<file path="config.mk">
export PLATFORM = sky130hd
export DESIGN_NAME = logic_language_tokenizer_unit
export DESIGN_NICKNAME = d
export VERILOG_FILES = /design/src/sv/llt_pkg.sv /design/src/sv/llt_step.sv /design/src/sv/llt_out_fifo.sv /design/src/sv/logic_language_tokenizer_unit.sv
export SDC_FILE = /design/constraint.sdc
export NUM_CORES = 2
export LEC_CHECK = 0
export BUFFER_PORTS_ARGS = -buffer_cell sky130_fd_sc_hd__buf_2
export CORE_MARGIN = 2
export CORE_UTILIZATION = 25
export CTS_CLUSTER_SIZE = 14
export DETAILED_ROUTE_END_ITERATION = 8
export PLACE_DENSITY = 0.44
export SLEW_MARGIN = 20
export SYNTH_ARGS = -nofsm -noshare
export SYNTH_HDL_FRONTEND = slang
export SYNTH_SLANG_ARGS = --single-unit
</file>
<file path="constraint.sdc">
create_clock -name i_clk -period 9.8 [get_ports i_clk]
set_clock_uncertainty 0.15 [all_clocks]
set_input_delay 0 -clock i_clk [delete_from_list [all_inputs] [get_ports i_clk]]
set_output_delay 0 -clock i_clk [all_outputs]
set_load 0.01 [all_outputs]
</file>
<file path="src/sv/llt_pkg.sv">
`timescale 1ns / 1ps
`default_nettype none
// Shared types, character constants and the character class table of the
// logic-language tokenizer. No dependencies.
package llt_pkg;

    localparam int MaxNameLenDefault      = 511;
    localparam int MaxCommentDepthDefault = 255;
    localparam int NameCapLimit           = 511;
    localparam int DepthW                 = 16;
    localparam int FifoDepth              = 4;

    localparam logic [16:0] HashMax  = 17'h1FFFF;
    localparam logic [31:0] IntMax   = 32'hFFFF_FFFF;
    localparam logic [15:0] ExpMax   = 16'hFFFF;
    localparam logic [3:0]  FracMaxD = 4'd9;

    localparam logic [7:0] ChNul   = 8'h00;
    localparam logic [7:0] ChNl    = 8'h0A;
    localparam logic [7:0] ChSlash = 8'h2F;
    localparam logic [7:0] ChStar  = 8'h2A;
    localparam logic [7:0] ChPct   = 8'h25;
    localparam logic [7:0] ChE     = 8'h65;
    localparam logic [7:0] ChLBrk  = 8'h5B;
    localparam logic [7:0] ChRBrk  = 8'h5D;
    localparam logic [7:0] ChDot   = 8'h2E;
    localparam logic [7:0] ChMinus = 8'h2D;
    localparam logic [7:0] ChPlus  = 8'h2B;
    localparam logic [7:0] ChComma = 8'h2C;
    localparam logic [7:0] ChBar   = 8'h7C;

    typedef enum logic [1:0] {
        CFG_NESTED = 2'd0,
        CFG_COMMA  = 2'd1,
        CFG_BAR    = 2'd2
    } t_cfg_idx;

    typedef enum logic [2:0] {
        KIND_VAR   = 3'd0,
        KIND_NAME  = 3'd1,
        KIND_PUNC  = 3'd2,
        KIND_BRACK = 3'd3,
        KIND_NUM   = 3'd4,
        KIND_NIL   = 3'd5,
        KIND_EOF   = 3'd6,
        KIND_ERR   = 3'd7
    } t_kind;

    typedef enum logic [1:0] {
        ERR_NONE    = 2'd0,
        ERR_ILLEGAL = 2'd1,
        ERR_QUOTE   = 2'd2,
        ERR_COMMENT = 2'd3
    } t_err;

    typedef enum logic [3:0] {
        CL_END, CL_BLANK, CL_VARSTART, CL_LOWER, CL_DIGIT, CL_QUOTE,
        CL_SYM, CL_SOLO, CL_BRACK, CL_ILLEGAL
    } t_cls;

    typedef enum logic [15:0] {
        MODE_IDLE    = 16'h0001,
        MODE_VAR     = 16'h0002,
        MODE_NAME    = 16'h0004,
        MODE_SYM     = 16'h0008,
        MODE_PERIOD  = 16'h0010,
        MODE_INT     = 16'h0020,
        MODE_DOT     = 16'h0040,
        MODE_FRAC    = 16'h0080,
        MODE_EXP     = 16'h0100,
        MODE_ESIGN   = 16'h0200,
        MODE_EDIG    = 16'h0400,
        MODE_QUOTE   = 16'h0800,
        MODE_BRACKET = 16'h1000,
        MODE_LINE    = 16'h2000,
        MODE_BLOCK   = 16'h4000,
        MODE_REPLAY  = 16'h8000
    } t_mode;

    typedef struct packed {
        logic nested;
        logic comma_punc;
        logic bar_punc;
    } t_cfg;

    typedef struct packed {
        t_mode             mode;
        logic [7:0]        held;
        logic [7:0]        quote;
        logic [16:0]       hash;
        logic [8:0]        len;
        logic [31:0]       acc_int;
        logic [29:0]       acc_frac;
        logic [3:0]        frac_cnt;
        logic              exp_neg;
        logic [15:0]       acc_exp;
        logic [DepthW-1:0] depth;
    } t_state;

    localparam t_state StateReset = '{mode: MODE_IDLE, default: '0};

    typedef struct packed {
        t_kind       kind;
        logic [7:0]  tch;
        logic [16:0] hash;
        logic [8:0]  len;
        logic [31:0] int_part;
        logic [29:0] frac;
        logic [3:0]  frac_digits;
        logic        exp_neg;
        logic [15:0] exp_val;
        t_err        err;
    } t_res;

    typedef struct packed {
        logic [1:0] n;
        t_res       r0;
        t_res       r1;
    } t_emit;

    typedef struct packed {
        t_state st;
        t_emit  em;
    } t_work;

    typedef struct packed {
        logic       space2;
        logic [2:0] count;
    } t_fifo_stat;

    function automatic t_cls char_class(input logic [7:0] c);
        t_cls k;
        if (c == ChNul) k = CL_END;
        else if (c[7]) k = CL_ILLEGAL;
        else if (c <= 8'd32 || c == 8'd127) k = CL_BLANK;
        else if ((c >= "A" && c <= "Z") || c == "_") k = CL_VARSTART;
        else if ((c >= "a" && c <= "z") || c == "$") k = CL_LOWER;
        else if (c >= "0" && c <= "9") k = CL_DIGIT;
        else if (c == 8'h27 || c == 8'h22) k = CL_QUOTE;
        else if (c == "!" || c == "#" || c == ChPct || c == ChComma || c == ";"
                 || c == ChBar) k = CL_SOLO;
        else if (c == "(" || c == ")" || c == ChLBrk || c == ChRBrk) k = CL_BRACK;
        else k = CL_SYM;
        return k;
    endfunction

endpackage
`default_nettype wire

</file>
<file path="src/sv/llt_step.sv">
`timescale 1ns / 1ps
`default_nettype none
// Next-state and result logic for one character of the tokenizer.
// Depends on llt_pkg.
module llt_step #(
    parameter int MAX_NAME_LEN      = llt_pkg::MaxNameLenDefault,
    parameter int MAX_COMMENT_DEPTH = llt_pkg::MaxCommentDepthDefault
) (
    input  var llt_pkg::t_state i_state,
    input  var logic [7:0]      i_char,
    input  var llt_pkg::t_cfg   i_cfg,
    output llt_pkg::t_state     o_state,
    output llt_pkg::t_emit      o_emit
);

    localparam int NameCapInt = (MAX_NAME_LEN < llt_pkg::NameCapLimit) ?
                                MAX_NAME_LEN : llt_pkg::NameCapLimit;
    localparam logic [8:0] NameCap = 9'(NameCapInt);
    localparam logic [llt_pkg::DepthW-1:0] DepthMax =
        llt_pkg::DepthW'(MAX_COMMENT_DEPTH);

    function automatic llt_pkg::t_res mk(input llt_pkg::t_kind k, input logic [7:0] tch,
                                         input logic [16:0] h, input logic [8:0] l,
                                         input llt_pkg::t_err e);
        llt_pkg::t_res r;
        r      = '0;
        r.kind = k;
        r.tch  = tch;
        r.hash = h;
        r.len  = l;
        r.err  = e;
        return r;
    endfunction

    function automatic llt_pkg::t_emit emit(input llt_pkg::t_emit e, input llt_pkg::t_res r);
        llt_pkg::t_emit o;
        o = e;
        if (e.n == 2'd0) begin
            o.r0 = r;
            o.n  = 2'd1;
        end else if (e.n == 2'd1) begin
            o.r1 = r;
            o.n  = 2'd2;
        end
        return o;
    endfunction

    function automatic llt_pkg::t_res mk_num(input llt_pkg::t_state s);
        llt_pkg::t_res r;
        r             = mk(llt_pkg::KIND_NUM, 8'd0, 17'd0, 9'd0, llt_pkg::ERR_NONE);
        r.int_part    = s.acc_int;
        r.frac        = s.acc_frac;
        r.frac_digits = s.frac_cnt;
        r.exp_neg     = s.exp_neg;
        r.exp_val     = s.acc_exp;
        return r;
    endfunction

    function automatic llt_pkg::t_state add_char(input llt_pkg::t_state s,
                                                 input logic [7:0] c);
        llt_pkg::t_state o;
        logic [17:0] sum;
        o   = s;
        sum = {1'b0, s.hash} + {10'd0, c};
        if (s.len < NameCap) begin
            o.len  = s.len + 9'd1;
            o.hash = sum[17] ? llt_pkg::HashMax : sum[16:0];
        end
        return o;
    endfunction

    function automatic llt_pkg::t_state start_text(input llt_pkg::t_state s,
                                                   input llt_pkg::t_mode m);
        llt_pkg::t_state o;
        o      = s;
        o.hash = '0;
        o.len  = '0;
        o.held = '0;
        o.mode = m;
        return o;
    endfunction

    function automatic llt_pkg::t_work from_idle(input llt_pkg::t_work w,
                                                 input logic [7:0] c,
                                                 input llt_pkg::t_cfg cfg);
        llt_pkg::t_work o;
        o         = w;
        o.st.mode = llt_pkg::MODE_IDLE;
        unique case (llt_pkg::char_class(c))
            llt_pkg::CL_END: o.em = emit(o.em, mk(llt_pkg::KIND_EOF, 8'd0, 17'd0, 9'd0,
                                                  llt_pkg::ERR_NONE));
            llt_pkg::CL_BLANK: ;
            llt_pkg::CL_VARSTART: o.st = add_char(start_text(o.st, llt_pkg::MODE_VAR), c);
            llt_pkg::CL_LOWER: o.st = add_char(start_text(o.st, llt_pkg::MODE_NAME), c);
            llt_pkg::CL_DIGIT: begin
                o.st.acc_int  = {28'd0, c[3:0]};
                o.st.acc_frac = '0;
                o.st.frac_cnt = '0;
                o.st.exp_neg  = 1'b0;
                o.st.acc_exp  = '0;
                o.st.mode     = llt_pkg::MODE_INT;
            end
            llt_pkg::CL_QUOTE: begin
                o.st       = start_text(o.st, llt_pkg::MODE_QUOTE);
                o.st.quote = c;
            end
            llt_pkg::CL_SYM: begin
                if (c == llt_pkg::ChDot) begin
                    o.st.mode = llt_pkg::MODE_PERIOD;
                end else if (c == llt_pkg::ChSlash) begin
                    o.st      = start_text(o.st, llt_pkg::MODE_SYM);
                    o.st.held = llt_pkg::ChSlash;
                end else begin
                    o.st = add_char(start_text(o.st, llt_pkg::MODE_SYM), c);
                end
            end
            llt_pkg::CL_SOLO: begin
                if (c == llt_pkg::ChPct) begin
                    o.st.mode = llt_pkg::MODE_LINE;
                end else if ((c == llt_pkg::ChComma && cfg.comma_punc) ||
                             (c == llt_pkg::ChBar && cfg.bar_punc)) begin
                    o.em = emit(o.em, mk(llt_pkg::KIND_PUNC, c, 17'd0, 9'd0,
                                         llt_pkg::ERR_NONE));
                end else begin
                    o.em = emit(o.em, mk(llt_pkg::KIND_NAME, 8'd0, {9'd0, c}, 9'd1,
                                         llt_pkg::ERR_NONE));
                end
            end
            llt_pkg::CL_BRACK: begin
                if (c == llt_pkg::ChLBrk) o.st.mode = llt_pkg::MODE_BRACKET;
                else o.em = emit(o.em, mk(llt_pkg::KIND_BRACK, c, 17'd0, 9'd0,
                                          llt_pkg::ERR_NONE));
            end
            default: o.em = emit(o.em, mk(llt_pkg::KIND_ERR, 8'd0, 17'd0, 9'd0,
                                          llt_pkg::ERR_ILLEGAL));
        endcase
        return o;
    endfunction

    function automatic llt_pkg::t_work sym_char(input llt_pkg::t_work w,
                                                input logic [7:0] c,
                                                input llt_pkg::t_cfg cfg);
        llt_pkg::t_work o;
        o = w;
        if (llt_pkg::char_class(c) == llt_pkg::CL_SYM) begin
            if (c == llt_pkg::ChSlash) o.st.held = llt_pkg::ChSlash;
            else o.st = add_char(o.st, c);
        end else begin
            o.em = emit(o.em, mk(llt_pkg::KIND_NAME, 8'd0, o.st.hash, o.st.len,
                                 llt_pkg::ERR_NONE));
            o    = from_idle(o, c, cfg);
        end
        return o;
    endfunction

    function automatic llt_pkg::t_work end_number(input llt_pkg::t_work w,
                                                  input logic [7:0] c,
                                                  input llt_pkg::t_cfg cfg);
        llt_pkg::t_work o;
        o    = w;
        o.em = emit(o.em, mk_num(o.st));
        return from_idle(o, c, cfg);
    endfunction

    function automatic llt_pkg::t_work step_char(input llt_pkg::t_work w,
                                                 input logic [7:0] c,
                                                 input llt_pkg::t_cfg cfg);
        llt_pkg::t_work o;
        llt_pkg::t_cls  cl;
        logic [35:0]    int_x10;
        logic [33:0]    frac_x10;
        logic [19:0]    exp_x10;
        logic [7:0]     h;
        logic           digit;
        o        = w;
        cl       = llt_pkg::char_class(c);
        digit    = (cl == llt_pkg::CL_DIGIT);
        int_x10  = ({4'd0, w.st.acc_int} << 3) + ({4'd0, w.st.acc_int} << 1) + {32'd0, c[3:0]};
        frac_x10 = ({4'd0, w.st.acc_frac} << 3) + ({4'd0, w.st.acc_frac} << 1)
                   + {30'd0, c[3:0]};
        exp_x10  = ({4'd0, w.st.acc_exp} << 3) + ({4'd0, w.st.acc_exp} << 1) + {16'd0, c[3:0]};
        h        = w.st.held;
        unique case (w.st.mode)
            llt_pkg::MODE_VAR, llt_pkg::MODE_NAME: begin
                if (cl == llt_pkg::CL_VARSTART || cl == llt_pkg::CL_LOWER || digit) begin
                    o.st = add_char(o.st, c);
                end else begin
                    o.em = emit(o.em, mk((w.st.mode == llt_pkg::MODE_VAR) ?
                                         llt_pkg::KIND_VAR : llt_pkg::KIND_NAME, 8'd0,
                                         o.st.hash, o.st.len, llt_pkg::ERR_NONE));
                    o    = from_idle(o, c, cfg);
                end
            end
            llt_pkg::MODE_SYM: begin
                if (h == llt_pkg::ChSlash && c == llt_pkg::ChStar) begin
                    if (o.st.len != 9'd0)
                        o.em = emit(o.em, mk(llt_pkg::KIND_NAME, 8'd0, o.st.hash,
                                             o.st.len, llt_pkg::ERR_NONE));
                    o.st.mode  = llt_pkg::MODE_BLOCK;
                    o.st.depth = llt_pkg::DepthW'(1);
                    o.st.held  = '0;
                end else begin
                    o.st.held = '0;
                    if (h == llt_pkg::ChSlash) o.st = add_char(o.st, llt_pkg::ChSlash);
                    o = sym_char(o, c, cfg);
                end
            end
            llt_pkg::MODE_PERIOD: begin
                if (cl == llt_pkg::CL_BLANK || cl == llt_pkg::CL_END) begin
                    o.em = emit(o.em, mk(llt_pkg::KIND_PUNC, llt_pkg::ChDot, 17'd0, 9'd0,
                                         llt_pkg::ERR_NONE));
                    o    = from_idle(o, (cl == llt_pkg::CL_END) ? c : 8'd32, cfg);
                end else begin
                    o.st = add_char(start_text(o.st, llt_pkg::MODE_SYM), llt_pkg::ChDot);
                    o    = sym_char(o, c, cfg);
                end
            end
            llt_pkg::MODE_INT: begin
                if (digit) o.st.acc_int = (int_x10[35:32] != 4'd0) ? llt_pkg::IntMax
                                                                    : int_x10[31:0];
                else if (c == llt_pkg::ChDot) o.st.mode = llt_pkg::MODE_DOT;
                else if (c == llt_pkg::ChE) o.st.mode = llt_pkg::MODE_EXP;
                else o = end_number(o, c, cfg);
            end
            llt_pkg::MODE_DOT: begin
                if (digit) begin
                    o.st.acc_frac = {26'd0, c[3:0]};
                    o.st.frac_cnt = 4'd1;
                    o.st.mode     = llt_pkg::MODE_FRAC;
                end else if (cl == llt_pkg::CL_BLANK) begin
                    o.em      = emit(o.em, mk_num(o.st));
                    o.em      = emit(o.em, mk(llt_pkg::KIND_PUNC, llt_pkg::ChDot, 17'd0,
                                              9'd0, llt_pkg::ERR_NONE));
                    o.st.mode = llt_pkg::MODE_IDLE;
                end else if (cl == llt_pkg::CL_SYM) begin
                    o.em = emit(o.em, mk_num(o.st));
                    o.st = add_char(start_text(o.st, llt_pkg::MODE_SYM), llt_pkg::ChDot);
                    o    = sym_char(o, c, cfg);
                end else begin
                    o.em = emit(o.em, mk_num(o.st));
                    if (cl == llt_pkg::CL_END)
                        o.em = emit(o.em, mk(llt_pkg::KIND_PUNC, llt_pkg::ChDot, 17'd0,
                                             9'd0, llt_pkg::ERR_NONE));
                    else
                        o.em = emit(o.em, mk(llt_pkg::KIND_NAME, 8'd0,
                                             {9'd0, llt_pkg::ChDot}, 9'd1,
                                             llt_pkg::ERR_NONE));
                    // replay this byte ahead of the next one
                    o.st.mode = llt_pkg::MODE_REPLAY;
                    o.st.held = c;
                end
            end
            llt_pkg::MODE_FRAC: begin
                if (digit) begin
                    if (o.st.frac_cnt < llt_pkg::FracMaxD) begin
                        o.st.acc_frac = frac_x10[29:0];
                        o.st.frac_cnt = o.st.frac_cnt + 4'd1;
                    end
                end else if (c == llt_pkg::ChE) o.st.mode = llt_pkg::MODE_EXP;
                else o = end_number(o, c, cfg);
            end
            llt_pkg::MODE_EXP: begin
                if (c == llt_pkg::ChMinus) begin
                    o.st.exp_neg = 1'b1;
                    o.st.mode    = llt_pkg::MODE_ESIGN;
                end else if (c == llt_pkg::ChPlus) begin
                    o.st.mode = llt_pkg::MODE_ESIGN;
                end else if (digit) begin
                    o.st.acc_exp = {12'd0, c[3:0]};
                    o.st.mode    = llt_pkg::MODE_EDIG;
                end else o = end_number(o, c, cfg);
            end
            llt_pkg::MODE_ESIGN: begin
                if (digit) begin
                    o.st.acc_exp = {12'd0, c[3:0]};
                    o.st.mode    = llt_pkg::MODE_EDIG;
                end else o = end_number(o, c, cfg);
            end
            llt_pkg::MODE_EDIG: begin
                if (digit) o.st.acc_exp = (exp_x10[19:16] != 4'd0) ? llt_pkg::ExpMax
                                                                   : exp_x10[15:0];
                else o = end_number(o, c, cfg);
            end
            llt_pkg::MODE_QUOTE: begin
                if (c == o.st.quote) begin
                    o.em      = emit(o.em, mk(llt_pkg::KIND_NAME, 8'd0, o.st.hash,
                                              o.st.len, llt_pkg::ERR_NONE));
                    o.st.mode = llt_pkg::MODE_IDLE;
                end else if (c == llt_pkg::ChNul) begin
                    o.em = emit(o.em, mk(llt_pkg::KIND_ERR, 8'd0, 17'd0, 9'd0,
                                         llt_pkg::ERR_QUOTE));
                    o    = from_idle(o, c, cfg);
                end else o.st = add_char(o.st, c);
            end
            llt_pkg::MODE_BRACKET: begin
                if (c == llt_pkg::ChRBrk) begin
                    o.em      = emit(o.em, mk(llt_pkg::KIND_NIL, 8'd0, 17'd0, 9'd0,
                                              llt_pkg::ERR_NONE));
                    o.st.mode = llt_pkg::MODE_IDLE;
                end else begin
                    o.em = emit(o.em, mk(llt_pkg::KIND_BRACK, llt_pkg::ChLBrk, 17'd0, 9'd0,
                                         llt_pkg::ERR_NONE));
                    o    = from_idle(o, c, cfg);
                end
            end
            llt_pkg::MODE_LINE: begin
                if (c == llt_pkg::ChNl) o.st.mode = llt_pkg::MODE_IDLE;
                else if (c == llt_pkg::ChNul) o = from_idle(o, c, cfg);
            end
            llt_pkg::MODE_BLOCK: begin
                o.st.held = '0;
                if (c == llt_pkg::ChNul) begin
                    o.st.depth = '0;
                    o.em       = emit(o.em, mk(llt_pkg::KIND_ERR, 8'd0, 17'd0, 9'd0,
                                               llt_pkg::ERR_COMMENT));
                    o          = from_idle(o, c, cfg);
                end else if (h == llt_pkg::ChStar && c == llt_pkg::ChSlash) begin
                    if (cfg.nested && o.st.depth > llt_pkg::DepthW'(1)) begin
                        o.st.depth = o.st.depth - llt_pkg::DepthW'(1);
                    end else begin
                        o.st.depth = '0;
                        o.st.mode  = llt_pkg::MODE_IDLE;
                    end
                end else if (h == llt_pkg::ChSlash && c == llt_pkg::ChStar && cfg.nested) begin
                    if (o.st.depth < DepthMax) o.st.depth = o.st.depth + llt_pkg::DepthW'(1);
                end else if (c == llt_pkg::ChStar) begin
                    o.st.held = llt_pkg::ChStar;
                end else if (c == llt_pkg::ChSlash && cfg.nested) begin
                    o.st.held = llt_pkg::ChSlash;
                end
            end
            default: o = from_idle(o, c, cfg);
        endcase
        return o;
    endfunction

    llt_pkg::t_work w_in;
    llt_pkg::t_work w_pre;
    llt_pkg::t_work w_out;

    always_comb begin
        w_in.st = i_state;
        w_in.em = '0;
        w_pre   = w_in;
        // a held byte is handled first, as if it had arrived on its own
        if (i_state.mode == llt_pkg::MODE_REPLAY) begin
            w_pre.st.held = '0;
            w_pre         = from_idle(w_pre, i_state.held, i_cfg);
        end
        w_out = step_char(w_pre, i_char, i_cfg);
    end

    assign o_state = w_out.st;
    assign o_emit  = w_out.em;

endmodule
`default_nettype wire

</file>
<file path="src/sv/llt_out_fifo.sv">
`timescale 1ns / 1ps
`default_nettype none
// Four-entry result queue: takes up to two results a cycle, gives one.
// Depends on llt_pkg.
module llt_out_fifo (
    input  var logic           i_clk,
    input  var logic           i_rst_n,
    input  var logic           i_push,
    input  var llt_pkg::t_emit i_emit,
    input  var logic           i_pop,
    output llt_pkg::t_res      o_head,
    output logic               o_head_last,
    output logic               o_valid,
    output llt_pkg::t_fifo_stat o_stat
);

    llt_pkg::t_res r_mem [llt_pkg::FifoDepth];
    logic          r_last [llt_pkg::FifoDepth];
    logic [1:0]    r_rd;
    logic [1:0]    r_wr;
    logic [2:0]    r_count;
    logic [1:0]    n_rd;
    logic [1:0]    n_wr;
    logic [2:0]    n_count;
    logic [1:0]    push_n;
    logic          pop_go;

    assign push_n  = i_push ? i_emit.n : 2'd0;
    assign pop_go  = i_pop && (r_count != 3'd0);
    assign n_wr    = r_wr + push_n;
    assign n_rd    = r_rd + {1'b0, pop_go};
    assign n_count = r_count + {1'b0, push_n} - {2'b0, pop_go};

    always_ff @(posedge i_clk) begin
        if (!i_rst_n) begin
            r_rd    <= '0;
            r_wr    <= '0;
            r_count <= '0;
        end else begin
            r_rd    <= n_rd;
            r_wr    <= n_wr;
            r_count <= n_count;
        end
    end

    always_ff @(posedge i_clk) begin
        if (push_n != 2'd0) begin
            r_mem[r_wr]  <= i_emit.r0;
            r_last[r_wr] <= (push_n == 2'd1);
        end
        if (push_n == 2'd2) begin
            r_mem[r_wr + 2'd1]  <= i_emit.r1;
            r_last[r_wr + 2'd1] <= 1'b1;
        end
    end

    assign o_head        = r_mem[r_rd];
    assign o_head_last   = r_last[r_rd];
    assign o_valid       = (r_count != 3'd0);
    assign o_stat.count  = r_count;
    assign o_stat.space2 = (r_count <= 3'(llt_pkg::FifoDepth - 2));

endmodule
`default_nettype wire

</file>
<file path="src/sv/logic_language_tokenizer_unit.sv">
`timescale 1ns / 1ps
`default_nettype none
// Top level of the logic-language tokenizer: input register, scan state,
// configuration registers and result queue. Depends on llt_pkg, llt_step, llt_out_fifo.
//
// One source character per request on the input channel, one token per request
// on the output channel. A character sits in an input register, the scan logic
// works out the next scan state and zero, one or two tokens, and the tokens land
// in a four-entry result queue whose head drives the output ports. With the
// output side taking every cycle the block accepts one character per clock; a
// character that yields two tokens holds the output for both of them, so a stream
// dense in such characters drains at one token per clock, set by the single read
// port of the result queue. Tokens are usually reported with the character that
// follows them, since periods, brackets and comment openers need lookahead;
// o_last marks the final token of a character.
// Configuration writes take effect at once and are meant for idle periods.
module logic_language_tokenizer_unit #(
    parameter int MAX_NAME_LEN      = llt_pkg::MaxNameLenDefault,
    parameter int MAX_COMMENT_DEPTH = llt_pkg::MaxCommentDepthDefault
) (
    input  var logic        i_clk,
    input  var logic        i_rst_n,
    // configuration
    input  var logic        i_cfg_we,
    input  var logic [1:0]  i_cfg_index,
    input  var logic        i_cfg_data,
    // character requests
    input  var logic        i_in_valid,
    output logic            o_in_ready,
    input  var logic [7:0]  i_in_char,
    // token requests
    output logic            o_out_valid,
    input  var logic        i_out_ready,
    output logic [2:0]      o_token_kind,
    output logic [7:0]      o_token_char,
    output logic [16:0]     o_name_hash,
    output logic [8:0]      o_name_length,
    output logic [31:0]     o_int_part,
    output logic [29:0]     o_frac_value,
    output logic [3:0]      o_frac_digits,
    output logic            o_exp_negative,
    output logic [15:0]     o_exp_value,
    output logic [1:0]      o_error_code,
    output logic            o_last
);

    llt_pkg::t_cfg       r_cfg;
    llt_pkg::t_state     r_state;
    llt_pkg::t_state     n_state;
    llt_pkg::t_emit      step_emit;
    llt_pkg::t_res       head;
    llt_pkg::t_fifo_stat fifo_stat;
    logic                r_in_vld;
    logic [7:0]          r_in_char;
    logic                go;

    // advance the held character only when the queue can take two tokens
    assign go         = r_in_vld && fifo_stat.space2;
    assign o_in_ready = !r_in_vld || go;

    always_ff @(posedge i_clk) begin
        if (!i_rst_n) begin
            r_cfg.nested     <= 1'b1;
            r_cfg.comma_punc <= 1'b0;
            r_cfg.bar_punc   <= 1'b0;
        end else if (i_cfg_we) begin
            unique case (i_cfg_index)
                llt_pkg::CFG_NESTED: r_cfg.nested     <= i_cfg_data;
                llt_pkg::CFG_COMMA:  r_cfg.comma_punc <= i_cfg_data;
                llt_pkg::CFG_BAR:    r_cfg.bar_punc   <= i_cfg_data;
                default: ; // drop writes to unused indexes
            endcase
        end
    end

    // input register: hold the character until the scan logic takes it
    always_ff @(posedge i_clk) begin
        if (!i_rst_n) begin
            r_in_vld <= 1'b0;
        end else if (o_in_ready) begin
            r_in_vld <= i_in_valid;
        end
    end

    always_ff @(posedge i_clk) begin
        if (o_in_ready && i_in_valid) r_in_char <= i_in_char;
    end

    always_ff @(posedge i_clk) begin
        if (!i_rst_n) begin
            r_state <= llt_pkg::StateReset;
        end else if (go) begin
            r_state <= n_state;
        end
    end

    llt_step #(
        .MAX_NAME_LEN      (MAX_NAME_LEN),
        .MAX_COMMENT_DEPTH (MAX_COMMENT_DEPTH)
    ) u_step (
        .i_state (r_state),
        .i_char  (r_in_char),
        .i_cfg   (r_cfg),
        .o_state (n_state),
        .o_emit  (step_emit)
    );

    llt_out_fifo u_fifo (
        .i_clk       (i_clk),
        .i_rst_n     (i_rst_n),
        .i_push      (go),
        .i_emit      (step_emit),
        .i_pop       (i_out_ready),
        .o_head      (head),
        .o_head_last (o_last),
        .o_valid     (o_out_valid),
        .o_stat      (fifo_stat)
    );

    assign o_token_kind   = head.kind;
    assign o_token_char   = head.tch;
    assign o_name_hash    = head.hash;
    assign o_name_length  = head.len;
    assign o_int_part     = head.int_part;
    assign o_frac_value   = head.frac;
    assign o_frac_digits  = head.frac_digits;
    assign o_exp_negative = head.exp_neg;
    assign o_exp_value    = head.exp_val;
    assign o_error_code   = head.err;

`ifndef NO_ASSERTIONS
    a_fifo_bound: assert property (@(posedge i_clk) disable iff (!i_rst_n)
        fifo_stat.count <= 3'(llt_pkg::FifoDepth))
        else $error("result queue overfilled");

    a_hold_char: assert property (@(posedge i_clk) disable iff (!i_rst_n)
        (r_in_vld && !go) |=> (r_in_vld && $stable(r_in_char)))
        else $error("stalled character lost");

    a_reset_idle: assert property (@(posedge i_clk)
        !i_rst_n |=> (r_state.mode == llt_pkg::MODE_IDLE))
        else $error("scan state not idle after reset");

    a_valid_queue: assert property (@(posedge i_clk) disable iff (!i_rst_n)
        o_out_valid == (fifo_stat.count != 3'd0))
        else $error("output valid disagrees with queue fill");
`endif

endmodule
`default_nettype wire
</file>
Yosys cells after proc, flatten, opt, wreduce, memory -nomap -nowiden
Memories as Yosys holds them, arrays and structs flattened. A register that Yosys moved wholly into a read port is not among the register bits.
Cells that the tools add are included.
{"block": "word_totals", "elab_cells": 1138, "ramBits": 492, "memories": 2, "ff_bits": 176}
{"block": "classes", "magnitude_cmp": 29, "n_addsub": 23, "n_reduce_logical": 147, "n_eq_ne": 231, "n_mux": 687}
{"name": "u_fifo.r_mem", "words": 4, "word_bits": 122, "rd": 1, "rd_ports_with_merged_regs": 1, "wr": 2, "line_no": "llt_out_fifo.sv:17", "rtl": "llt_pkg::t_res r_mem [llt_pkg::FifoDepth];"}
{"name": "u_fifo.r_last", "words": 4, "word_bits": 1, "rd": 1, "rd_ports_with_merged_regs": 1, "wr": 2, "line_no": "llt_out_fifo.sv:18", "rtl": "logic r_last [llt_pkg::FifoDepth];"}
{"operator": "$mux W122", "n": 252}
{"operator": "$pmux W246 S4", "n": 16}
{"operator": "$mux W246", "n": 40}
{"operator": "$pmux W403 S13", "n": 1}
{"operator": "$mux W244", "n": 15}
{"operator": "$mux W157", "n": 19}
{"operator": "$pmux W83 S2", "n": 16}
{"operator": "$mux W141", "n": 15}
{"operator": "$pmux W42 S3", "n": 16}
{"operator": "$mux W387", "n": 5}
{"operator": "$pmux W16 S7", "n": 16}
{"operator": "$mux W403", "n": 3}
{"operator": "$mux W262", "n": 4}
{"operator": "$mux W139", "n": 7}
{"operator": "$mux W16", "n": 46}
{"operator": "$mux W125", "n": 5}
{"operator": "$mux W279", "n": 2}
{"operator": "$eq A8 B6 Y1 const B", "n": 41}
{"operator": "$mux W313", "n": 1}
{"operator": "$mux W4", "n": 72}
{"operator": "$mux W26", "n": 11}
{"operator": "$mux W278", "n": 1}
{"operator": "$eq A4 B3 Y1 const B", "n": 69}
{"operator": "$mux W245", "n": 1}
{"operator": "81 further kinds", "n": 443}

Depth between registers and ports, before layout
{"block": "logic_depth", "ltp_word": 51, "ltp_mapped": 32, "ltp_nobuf": 27}

By module
Synthesis repeated with hierarchy kept, for this count alone.
{"block": "unflattened", "hier_cells": 4947, "hier_area_um2": 49986.7}
{"module": "llt_out_fifo", "area_per_inst_um2": 24437.2, "seq_area_each_um2": 14874.3, "n_inst": 1, "cells_per_inst": 1258}
{"module": "llt_step", "area_per_inst_um2": 18337.6, "seq_area_each_um2": 0.0, "n_inst": 1, "cells_per_inst": 2946}
{"module": "logic_language_tokenizer_unit", "area_per_inst_um2": 7211.9, "seq_area_each_um2": 3463.3, "n_inst": 1, "cells_per_inst": 743}

Worst setup path before layout
OpenSTA, ideal clock, no wires.
{"block": "synth_timing", "path_type": "register -> register", "startpoint": "reg r_state[137] (netlist bit)", "endpoint": "mem u_fifo.r_mem[1][0] (netlist bit), enable pin", "required_ps": 9045, "path_stages_with_launch": 22, "setup_time_ps": 605, "arrival_ps": 9350, "setup_slack_ps": -305, "synth_period_minus_slack_ps": 10105, "path_cell_list": "dfxtp_1 -> buf_6 -> or4_4 -> o221a_4 -> a211oi_4 -> or4b_1 -> buf_6 -> a21o_4 -> buf_2 -> clkbuf_1 -> nand2_1 -> ha_1 -> o21ai_0 -> ha_1 -> a22oi_1 -> and4_1 -> a31o_2 -> inv_4 -> nor2_1 -> buf_2 -> a21oi_1 -> nor2_1"}
{"element": "start: declaration", "line_no": "logic_language_tokenizer_unit.sv:48", "rtl": "llt_pkg::t_state r_state;"}
{"element": "start signal: assignment", "line_no": "logic_language_tokenizer_unit.sv:91", "rtl": "r_state <= llt_pkg::StateReset;"}
{"element": "start signal: assignment", "line_no": "logic_language_tokenizer_unit.sv:93", "rtl": "r_state <= n_state;"}
{"element": "end: declaration", "line_no": "llt_out_fifo.sv:17"}

Final worst setup path
{"block": "layout_timing", "startpoint": "reg r_state[135] (netlist bit)", "endpoint": "reg r_state[96] (netlist bit)"}
{"block": "layout_via", "elab_chain_len": 39, "elab_cells_between_ends": 165}
{"element": "$eq A8 B6 Y1", "line_no": "llt_pkg.sv:140", "rtl": "else if (c == \"!\" || c == \"#\" || c == ChPct || c == ChComma || c == \";\""}
{"element": "$logic_or A1 B1 Y1 (4 in a row)", "line_no": "llt_pkg.sv:140"}
{"element": "$logic_or A1 B1 Y1", "line_no": "llt_pkg.sv:141", "rtl": "|| c == ChBar) k = CL_SOLO;"}
{"element": "$mux W4", "line_no": "llt_pkg.sv:140"}
{"element": "$mux W4", "line_no": "llt_pkg.sv:139", "rtl": "else if (c == 8'h27 || c == 8'h22) k = CL_QUOTE;"}
{"element": "$mux W4", "line_no": "llt_pkg.sv:138", "rtl": "else if (c >= \"0\" && c <= \"9\") k = CL_DIGIT;"}
{"element": "$mux W4", "line_no": "llt_pkg.sv:137", "rtl": "else if ((c >= \"a\" && c <= \"z\") || c == \"$\") k = CL_LOWER;"}
{"element": "$mux W4", "line_no": "llt_pkg.sv:136", "rtl": "else if ((c >= \"A\" && c <= \"Z\") || c == \"_\") k = CL_VARSTART;"}
{"element": "$mux W4", "line_no": "llt_pkg.sv:135", "rtl": "else if (c <= 8'd32 || c == 8'd127) k = CL_BLANK;"}
{"element": "$mux W4", "line_no": "llt_pkg.sv:134", "rtl": "else if (c[7]) k = CL_ILLEGAL;"}
{"element": "$mux W4", "line_no": "llt_pkg.sv:133", "rtl": "if (c == ChNul) k = CL_END;"}
{"element": "$mux W4", "line_no": "llt_step.sv:346", "rtl": "if (i_state.mode == llt_pkg::MODE_REPLAY) begin"}
{"element": "$eq A4 B3 Y1", "line_no": "llt_step.sv:89", "rtl": "unique case (llt_pkg::char_class(c))"}
{"element": "$pmux W83 S2", "line_no": "llt_step.sv:89"}
{"element": "$mux W403 *", "line_no": "llt_step.sv:346"}
{"element": "branches (longest 20 deep; another with $add A35 B33 Y36)"}
{"element": "$pmux W403 S13 *", "line_no": "llt_step.sv:183", "rtl": "unique case (w.st.mode)"}
Mark *: on every way between the ends. The select of a mux whose other input is x is not followed.
A chain may end at the register's enable or synchronous reset.

==> results.json <==
{
  "path_class": "flip-flop to flip-flop",
  "powerDensity_nw_per_um2": 168,
  "drt_first_pass_iters": 8,
  "p_leak_nw": 18.9,
  "power_frac_clock": 0.379,
  "worstRegToRegCells": 25,
  "r2r_start": "r_state[135]$_SDFFE_PN0P_",
  "clk_path_buf_depth": 3,
  "place.gp.congestion": 1.05,
  "worstPathMaxFanout": 13,
  "maxCapViolCount": 0,
  "antenna_found_initial": 9,
  "fmax_ghz": 0.118,
  "dieArea_um2": 181000,
  "highest_layer": "met5",
  "cts_buffers": 84,
  "synthToLayoutAreaGrowth_pct": 16.2,
  "vias": 40800,
  "holdPathStages": 4,
  "synth.most_common_cell": "nor2_1",
  "core_area_um2": 176000,
  "drt-met1-wl_um": 86900,
  "p_int_mw": 5.83,
  "final_core_util": 0.292,
  "dr_wl_met3_um": 16400,
  "whs_endpoint": "r_state[128]$_SDFFE_PN0P_",
  "fin_tns_setup_ps": 0,
  "end_kind": "flip-flop",
  "synth_edf_count": 496,
  "hpwl_um": 144000,
  "sequentialPowerShare": 0.376,
  "die_w_um": 425,
  "async_reset_ff_frac": 0,
  "holdWs_ps": 224,
  "path_clk_slew_ps": 60,
  "p_switching_mw": 2.81,
  "worst_pin_slew_ps": 1290,
  "antenna_left": 0,
  "required_ps": 10210,
  "synth_area_leaders": "edfxtp_1, dfxtp_1, nor2_1",
  "die_y_um": 425,
  "final_nets": 5157,
  "h-tree-depth": 3,
  "rsz0062_at_grt": "false",
  "synth_warnings": 0,
  "routed_wl_um": 202000,
  "clk_latency_ps": 730,
  "synth.avg_cell_area_um2": 9.19,
  "drt-initial-drc-count": 4604,
  "period_share": 0.866,
  "met2_length_um": 88800,
  "outcome": "finished, final reports clean",
  "rr_endpoint": "r_state[96]$_SDFFE_PN0P_",
  "wire_per_inst_um": 27.5,
  "first_global_vias": 39500,
  "finalCriticalPeriod_ps": 8490,
  "placementRows": 154,
  "critPathArrivalTime_ps": 8900,
  "vias_per_cell": 5.54,
  "reg2reg_slack_ps": 1310,
  "slew_headroom": 0.138,
  "p_total_mw": 8.63,
  "pwr-share-comb": 0.245,
  "place_area_um2": 48300,
  "startpoint_type": "flip-flop",
  "vdd.ir_drop.worst_uv": 119,
  "grt_overflow": 0,
  "start_util": 0.251,
  "hold_viol": 0,
  "grt_max_degree": 124,
  "pin_count": 141,
  "ys_ff_latch": 668,
  "cts_root_buf": "clkbuf_16",
  "synth_seq_area_share": 0.414,
  "synth_top_area_share": 0.336,
  "drive_above_1_share": 0.137,
  "grt_pass1_wl_um": 290000,
  "post_cts_buffers": 0,
  "cts.sinks": 668,
  "grt_usage": 0.218,
  "drc": 0,
  "synthCells": 4817,
  "worstHoldPathType": "input pin to flip-flop",
  "final_area_um2": 51400,
  "syn_area_um2": 44300,
  "io_buffers": 140,
  "synthDistinctLibCells": 125,
  "ys_top_cells_by_count": "nor2_1, edfxtp_1, nand2_1",
  "hold_start": "i_rst_n",
  "setup_viol": 0,
  "synth_ff_type": "edfxtp_1",
  "p_sw_frac": 0.325,
  "maxSlewViolCount": 0,
  "yosys.area.top_type": "edfxtp_1",
  "cts_tree": "done"
}
[worst max-delay path, cell delays in order (launching register included)]
cell and delay (ps):
dfxtp_1 930, buf_4 310, nand2_1 150, nor4_1 520
a211o_1 280, o21bai_1 190, nand2_1 340, buf_4 290
nand2_1 70, nand2_1 150, ha_1 260, ha_1 230
fa_1 410, a21oi_1 200, o211ai_1 190, o2111a_1 270
a211oi_1 420, o21ai_0 210, o21ai_0 430, a211oi_1 200
o31ai_1 440, mux2_2 230, o311ai_0 240, or2_2 390
a21oi_1 690, a31oi_1 150
[state kept, by name, indices dropped and copies added, names as in the netlist]
register        cells
u_fifo.r_mem      488
r_state           157
r_in_char           8
u_fifo.r_last       4
r_cfg               3
u_fifo.r_count      3
u_fifo.r_rd         2
u_fifo.r_wr         2
r_in_vld            1
[power groups by stage]
stage | combinational [mW] | clock (mW) | sequential [mW]
after floorplan | 1.28 | 0 | 3.25
after global placement | 2.10 | 0 | 3.30
after detailed placement | 2.10 | 0 | 3.31
after CTS | 2.11 | 3.36 | 3.25
after global routing | 2.23 | 3.45 | 3.26
final | 2.11 | 3.27 | 3.25
[layer usage]
metal | vias to the layer above | GRT usage
met3 | 472 | 0.0444
met2 | 1879 | 0.335
li1 | 18200 | -
met5 | - | 0
met4 | 8 | 0.102
met1 | 20200 | 0.293
[what timing repair did]
item | in CTS | in global routing
hold endpoints to repair | 65 | 0
gates resized for setup | 0 | 0
hold buffers | 32 | 0
[cells in the final DEF, fill, tap and decap left out, types with 25 or more instances in the layout]
master	netlist	routed
nor2_1	787	779
edfxtp_1	496	496
nand2_1	491	487
a21oi_1	373	372
o21ai_0	312	307
ha_1	191	191
dfxtp_1	172	170
buf_4	2	154
buf_2	48	139
mux4_2	123	123
nor3_1	127	122
nand3_1	120	119
and2_1	106	105
clkbuf_16	0	86
a22oi_1	80	80
inv_1	77	76
xnor2_1	66	66
a21o_1	53	53
a31oi_1	52	52
nor2b_1	48	47
a211oi_1	42	42
nand4_1	42	42
o22ai_1	42	42
or3_1	40	40
nand2b_1	38	37
xor2_1	37	37
o211ai_1	34	34
and3_1	35	33
dlygate4sd3_1	0	32
a21boi_0	30	30
nor4_1	32	28
o21a_1	27	27
mux2i_1	25	25
[layout make-up]
type / count / area, um2
inverters: 86 / 325
diodes: 3 / 7.51
clock inverters: 50 / 571
flip-flops and latches: 668 / 18300
repair buffers: 340 / 2470
fillers: 18700 / 125000
well taps: 2340 / 2930
clock buffers: 107 / 2280
multi-input cells: 3761 / 24500
[cells by family after synthesis]
logic type / count (synthesis) / synth area share
other cells: 1 / 0.0000847
buf+inv: 391 / 0.0363
compound gates: 1316 / 0.193
xor+xnor: 103 / 0.0204
mux: 154 / 0.0697
flops: 668 / 0.414
fa+ha+maj: 200 / 0.0580
simple gates: 1984 / 0.208
[metrics by stage]
| stage | worst slack, ps | instances |
|---|---|---|
| 6_report | 1310 | 7355 |
| 5_1_grt | 721 | 7353 |
| 4_1_cts | 1320 | 7352 |
| 3_5_place_dp | 1350 | 7163 |
| 3_3_place_gp | 1490 | 7163 |
| 2_1_floorplan | -305 | 4820 |
[worst max path at each step]
stage | from | endpoint | slack [ps] | cells after the start
3_3_place_gp | r_state[135]$_SDFFE_PN0P_ | r_state[96]$_SDFFE_PN0P_ | 1490 | 24
4_1_cts | r_state[135]$_SDFFE_PN0P_ | r_state[96]$_SDFFE_PN0P_ | 1320 | 24
5_1_grt | r_state[135]$_SDFFE_PN0P_ | r_state[84]$_SDFFE_PN0P_ | 720 | 24
3_5_place_dp | r_state[135]$_SDFFE_PN0P_ | r_state[96]$_SDFFE_PN0P_ | 1350 | 24
6_report | r_state[135]$_SDFFE_PN0P_ | r_state[96]$_SDFFE_PN0P_ | 1310 | 25
2_1_floorplan | r_state[137]$_SDFFE_PN0P_ | u_fifo.r_mem[1][0]$_DFFE_PP_ | -300 | 21
Power figures use the tool's default switching activity.
